## config.mk

```make
export PLATFORM = sky130hd
export DESIGN_NAME = att_ram
export DESIGN_NICKNAME = d
export VERILOG_FILES = /design/src/rtl/allocation_tracking_table_defines.svh /design/src/rtl/att_ram.sv
export SDC_FILE = /design/constraint.sdc
export NUM_CORES = 1
export LEC_CHECK = 0
export ABC_AREA = 1
export BUFFER_PORTS_ARGS = -buffer_cell sky130_fd_sc_hd__buf_4
export CAP_MARGIN = 0
export CORE_UTILIZATION = 67
export DETAILED_ROUTE_END_ITERATION = 16
export HOLD_SLACK_MARGIN = 0.08
export PLACE_DENSITY = 0.89
export SYNTH_ARGS = -nofsm -noshare
export SYNTH_HDL_FRONTEND = slang
export SYNTH_SLANG_ARGS = --single-unit
```

## constraint.sdc

```tcl
create_clock -name clk -period 3.9 [get_ports clk]
set_input_delay 0.39 -clock clk [delete_from_list [all_inputs] [get_ports clk]]
set_output_delay 0.39 -clock clk [all_outputs]
set_load 0.02 [all_outputs]
```

## src/rtl/allocation_tracking_table_defines.svh

```systemverilog
// Assertion macros for the allocation tracking table.
// Included by the top level; expects signals clk and rst in scope.
`ifndef ALLOCATION_TRACKING_TABLE_DEFINES_SVH
`define ALLOCATION_TRACKING_TABLE_DEFINES_SVH
`ifndef SYNTHESIS
`define ATT_ASSERT_IMP(lbl, ante, cons) \
  lbl: assert property (@(posedge clk) disable iff (rst) (ante) |-> (cons)) \
    else $error("allocation tracking table check failed");
`define ATT_ASSERT_NXT(lbl, ante, cons) \
  lbl: assert property (@(posedge clk) disable iff (rst) (ante) |=> (cons)) \
    else $error("allocation tracking table check failed");
`else
`define ATT_ASSERT_IMP(lbl, ante, cons)
`define ATT_ASSERT_NXT(lbl, ante, cons)
`endif
`endif

```

## src/rtl/att_ram.sv

```systemverilog
// Generic single-port-write, single-port-read RAM with registered read data.
// Standalone; no package dependency.
`default_nettype none
module att_ram #(
  parameter int unsigned WIDTH = 8,
  parameter int unsigned DEPTH = 64,
  localparam int unsigned AW = (DEPTH > 1) ? $clog2(DEPTH) : 1
) (
  input  wire logic             clk,
  input  wire logic             we,
  input  wire logic [AW-1:0]    waddr,
  input  wire logic [WIDTH-1:0] wdata,
  input  wire logic             re,
  input  wire logic [AW-1:0]    raddr,
  output logic      [WIDTH-1:0] rdata
);

  logic [WIDTH-1:0] mem [DEPTH];

  always_ff @(posedge clk) begin
    if (we) begin
      mem[waddr] <= wdata;
    end
    if (re) begin
      rdata <= mem[raddr];
    end
  end

endmodule
`default_nettype wire

```

==> flow_results.xml <==
<?xml version="1.0" encoding="UTF-8"?>
<metrics>
  <group name="sta">
    <metric name="worst_slew_margin_rel" unit="%">8.463</metric>
    <metric name="layout_min_cycle_time" unit="ns">2.296</metric>
    <metric name="postLayoutSetupSlackWorst" unit="ns">1.604</metric>
    <metric name="worst_slew_pin_slew" unit="ns">1.371</metric>
    <metric name="finalSetupViolations" unit="">0</metric>
    <metric name="report.final.hold_viol_count" unit="">0</metric>
    <metric name="hold-worst-slack" unit="ns">0.1331</metric>
    <metric name="final-max-slew-violation-count" unit="">0</metric>
    <metric name="setup_repair_after_global_routing_missed_its_margin" unit="">false</metric>
    <metric name="setup_tns" unit="ns">0</metric>
    <metric name="ratio_of_final_minimum_period_to_clock_period" unit="%">58.87</metric>
    <metric name="final.setup_skew" unit="ns">0.01219</metric>
    <metric name="achievable-frequency" unit="MHz">435.6</metric>
  </group>
  <group name="routing">
    <metric name="drt-pass1-iter-count" unit="">8</metric>
    <metric name="wl_per_cell" unit="um">23.67</metric>
    <metric name="wirelength" unit="um">52850</metric>
    <metric name="routed-via-count" unit="">14799</metric>
    <metric name="remaining_drc_errors" unit="">0</metric>
    <metric name="drt-vias-per-instance" unit="">6.627</metric>
    <metric name="drtAntennaViolNets" unit="">0</metric>
    <metric name="detailedRoute.firstIterationViolations" unit="">2615</metric>
  </group>
  <group name="grt">
    <metric name="grt_max_degree" unit="">210</metric>
    <metric name="grt_pass1_vias" unit="">14508</metric>
    <metric name="global_route.overflow_total" unit="">0</metric>
    <metric name="grt_pass1_wl" unit="um">80140</metric>
    <metric name="grt_antenna_before_repair" unit="">0</metric>
    <metric name="grt_use_total" unit="%">32.67</metric>
  </group>
  <group name="worst_hold_path">
    <metric name="min-delay-path-class" unit="">in -&gt; reg</metric>
    <metric name="min_path_cells" unit="">1</metric>
  </group>
  <group name="status">
    <metric name="outcome" unit="">complete, no violations</metric>
  </group>
  <group name="clocking">
    <metric name="cts_tree" unit="">built</metric>
    <metric name="clk_root_buffer_cell" unit="">clkbuf_16</metric>
    <metric name="tritoncts_num_sinks" unit="">520</metric>
    <metric name="h-tree-depth" unit="">2</metric>
    <metric name="post_cts.resized_instances" unit="">0</metric>
    <metric name="post_cts.repair.setup_buffers" unit="">0</metric>
    <metric name="clk_transition_reported_paths" unit="ns">0.06</metric>
    <metric name="worst_skew_pair.late_latency" unit="ns">0.56</metric>
    <metric name="cts_hold_buf" unit="">0</metric>
    <metric name="cts_inserted_buffers" unit="">49</metric>
    <metric name="max-clock-path-buffers" unit="">3</metric>
  </group>
  <group name="synthesis">
    <metric name="mappedNetlistArea" unit="um2">21420</metric>
    <metric name="post_synth_num_cell_types" unit="">15</metric>
    <metric name="synthTopCellsByArea" unit="">edfxtp_1, nand2_1, nand3_1</metric>
    <metric name="yosys_register_bits" unit="">520</metric>
    <metric name="post_synthesis_area_per_instance" unit="um2">11.87</metric>
    <metric name="synthCells" unit="">1805</metric>
    <metric name="synth.top_cell.area_share" unit="%">72.90</metric>
    <metric name="post_synthesis_sequential_area_ratio" unit="%">72.90</metric>
    <metric name="synth_top_cell_by_area" unit="">edfxtp_1</metric>
    <metric name="syn_nets" unit="">1828</metric>
    <metric name="yosysWarningCount" unit="">0</metric>
  </group>
  <group name="setup_path">
    <metric name="worst-path-stages" unit="">11</metric>
    <metric name="critical_path.slowest_cell" unit="">inv_6</metric>
    <metric name="worstSetupEndpointType" unit="">register</metric>
    <metric name="timing.critical_path.from_type" unit="">input pin</metric>
    <metric name="critical_path_buf_inv_count" unit="">3</metric>
    <metric name="critPathArrivalTime" unit="ns">2.72</metric>
    <metric name="reg2regPathDepth" unit="">8</metric>
    <metric name="worstPathRequired" unit="ns">4.33</metric>
    <metric name="critPathMaxStageDelay" unit="ns">0.55</metric>
    <metric name="worstPathMaxFanout" unit="">103</metric>
    <metric name="criticalPathCategory" unit="">in -&gt; reg</metric>
    <metric name="crit_path_cell_trace" unit="">buf_6 -&gt; inv_6 -&gt; buf_12 -&gt; nand2_1 -&gt; nand3_1 -&gt; nand3_1 -&gt; nand2_1 -&gt; nand2_1 -&gt; nand3_1 -&gt; nand3_1 -&gt; nand2_1</metric>
    <metric name="cpLargestDelayFamily" unit="">buffers and inverters</metric>
  </group>
  <group name="floorplan">
    <metric name="dieArea" unit="um2">32690</metric>
    <metric name="coreArea" unit="um2">31470</metric>
    <metric name="ioPinCount" unit="">31</metric>
    <metric name="fp-row-count" unit="">65</metric>
    <metric name="die_width" unit="um">180.8</metric>
    <metric name="die_h" unit="um">180.8</metric>
    <metric name="initial_core_util" unit="%">68.05</metric>
  </group>
  <group name="final_layout">
    <metric name="final_common_cell" unit="">nand2_1</metric>
    <metric name="num-fill-cells" unit="">1818</metric>
    <metric name="postLayoutCoreUtil" unit="%">73.60</metric>
    <metric name="drive_above_1_share" unit="%">6.772</metric>
    <metric name="final-instance-count-excl-fill" unit="">2233</metric>
    <metric name="fin_area" unit="um2">23160</metric>
    <metric name="antenna_cell_count" unit="">0</metric>
    <metric name="synthToLayoutAreaGrowth" unit="%">8.143</metric>
    <metric name="layout.cells.most_common_list" unit="">nand2_1, edfxtp_1, nand3_1</metric>
    <metric name="finalNetCount" unit="">1814</metric>
  </group>
  <group name="place">
    <metric name="routabilityCongestion" unit="">0.8654</metric>
    <metric name="detailedPlacementHpwl" unit="um">28240</metric>
    <metric name="portBuffers" unit="">30</metric>
    <metric name="placedInstanceArea" unit="um2">21520</metric>
    <metric name="place_ws" unit="ns">1.139</metric>
    <metric name="dp.cells" unit="">2142</metric>
  </group>
  <group name="pwr">
    <metric name="peak_supply_drop" unit="mV">0.4079</metric>
    <metric name="leakagePower" unit="nW">8.320</metric>
    <metric name="p_per_area" unit="nW/um2">510.5</metric>
    <metric name="totalPowerFinal" unit="mW">11.83</metric>
  </group>
  <group name="job">
    <metric name="maxCapViolations" unit="">0</metric>
  </group>
</metrics>
state kept, by name, summed over array words and instances, names as in the netlist:
signal / flops
rdata: 8
mem: 512
worst reg2reg max path: stages, from the launching register on:
cell and delay (ns):
edfxtp_1 0.37, nand2_1 0.08, nand3_1 0.10, nand3_1 0.21, nand2_1 0.14, nand2_1 0.10, nand3_1 0.14, nand3_1 0.12
nand2_1 0.07
power breakdown:
group | internal, mW | switching (mW) | leakage (nW)
Combinational | 0.170 | 0.553 | 2.83
Clock | 2.85 | 2.03 | 0.809
Sequential | 6.20 | 0.0178 | 4.69
Total | 9.22 | 2.60 | 8.32
per-layer routing:
layer,GRT usage [%],vias up,wire [um]
met3,6.249,220,6749
met4,15.69,0,2449
met1,43.13,7033,18080
met5,0,-,0
li1,-,6316,-
met2,52.93,1230,25570
worst paths after layout:
kind	from	endpoint	slack (ns)
setup / recovery	raddr[0]	rdata[4]$_DFFE_PP_	1.60
hold / removal	re	rdata[5]$_DFFE_PP_	0.13
setup reg to reg	mem[2][4]$_DFFE_PP_	rdata[4]$_DFFE_PP_	2.31
hold reg to reg	mem[5][0]$_DFFE_PP_	rdata[0]$_DFFE_PP_	0.95
cell families after synthesis:
kind of cell | Yosys count | share of synthesized area, %
flip-flops | 520 | 72.90
AND/OR/NAND/NOR | 1160 | 23.09
buffers and inverters | 125 | 4.007
cells in the mapped netlist:
master and count:
nor2_1 56, nand3_1 439, buf_6 35, buf_4 14, edfxtp_1 520, clkbuf_1 15
nor4_1 8, inv_6 1, buf_1 10, buf_8 2, inv_1 10, nand4_1 9
nand2_1 648, buf_2 37, inv_2 1
layout make-up:
cell class	count	area, um2	share of cell area, %
clock inverter	32	340.3	1.469
clock buffer	59	1306	5.639
inverter	12	51.30	0.2215
timing repair buffer	48	401.6	1.734
sequential	520	15620	67.41
tap	402	503.0	2.171
multi-input combinational	1160	4946	21.35
(Power assumes the default switching activity.)
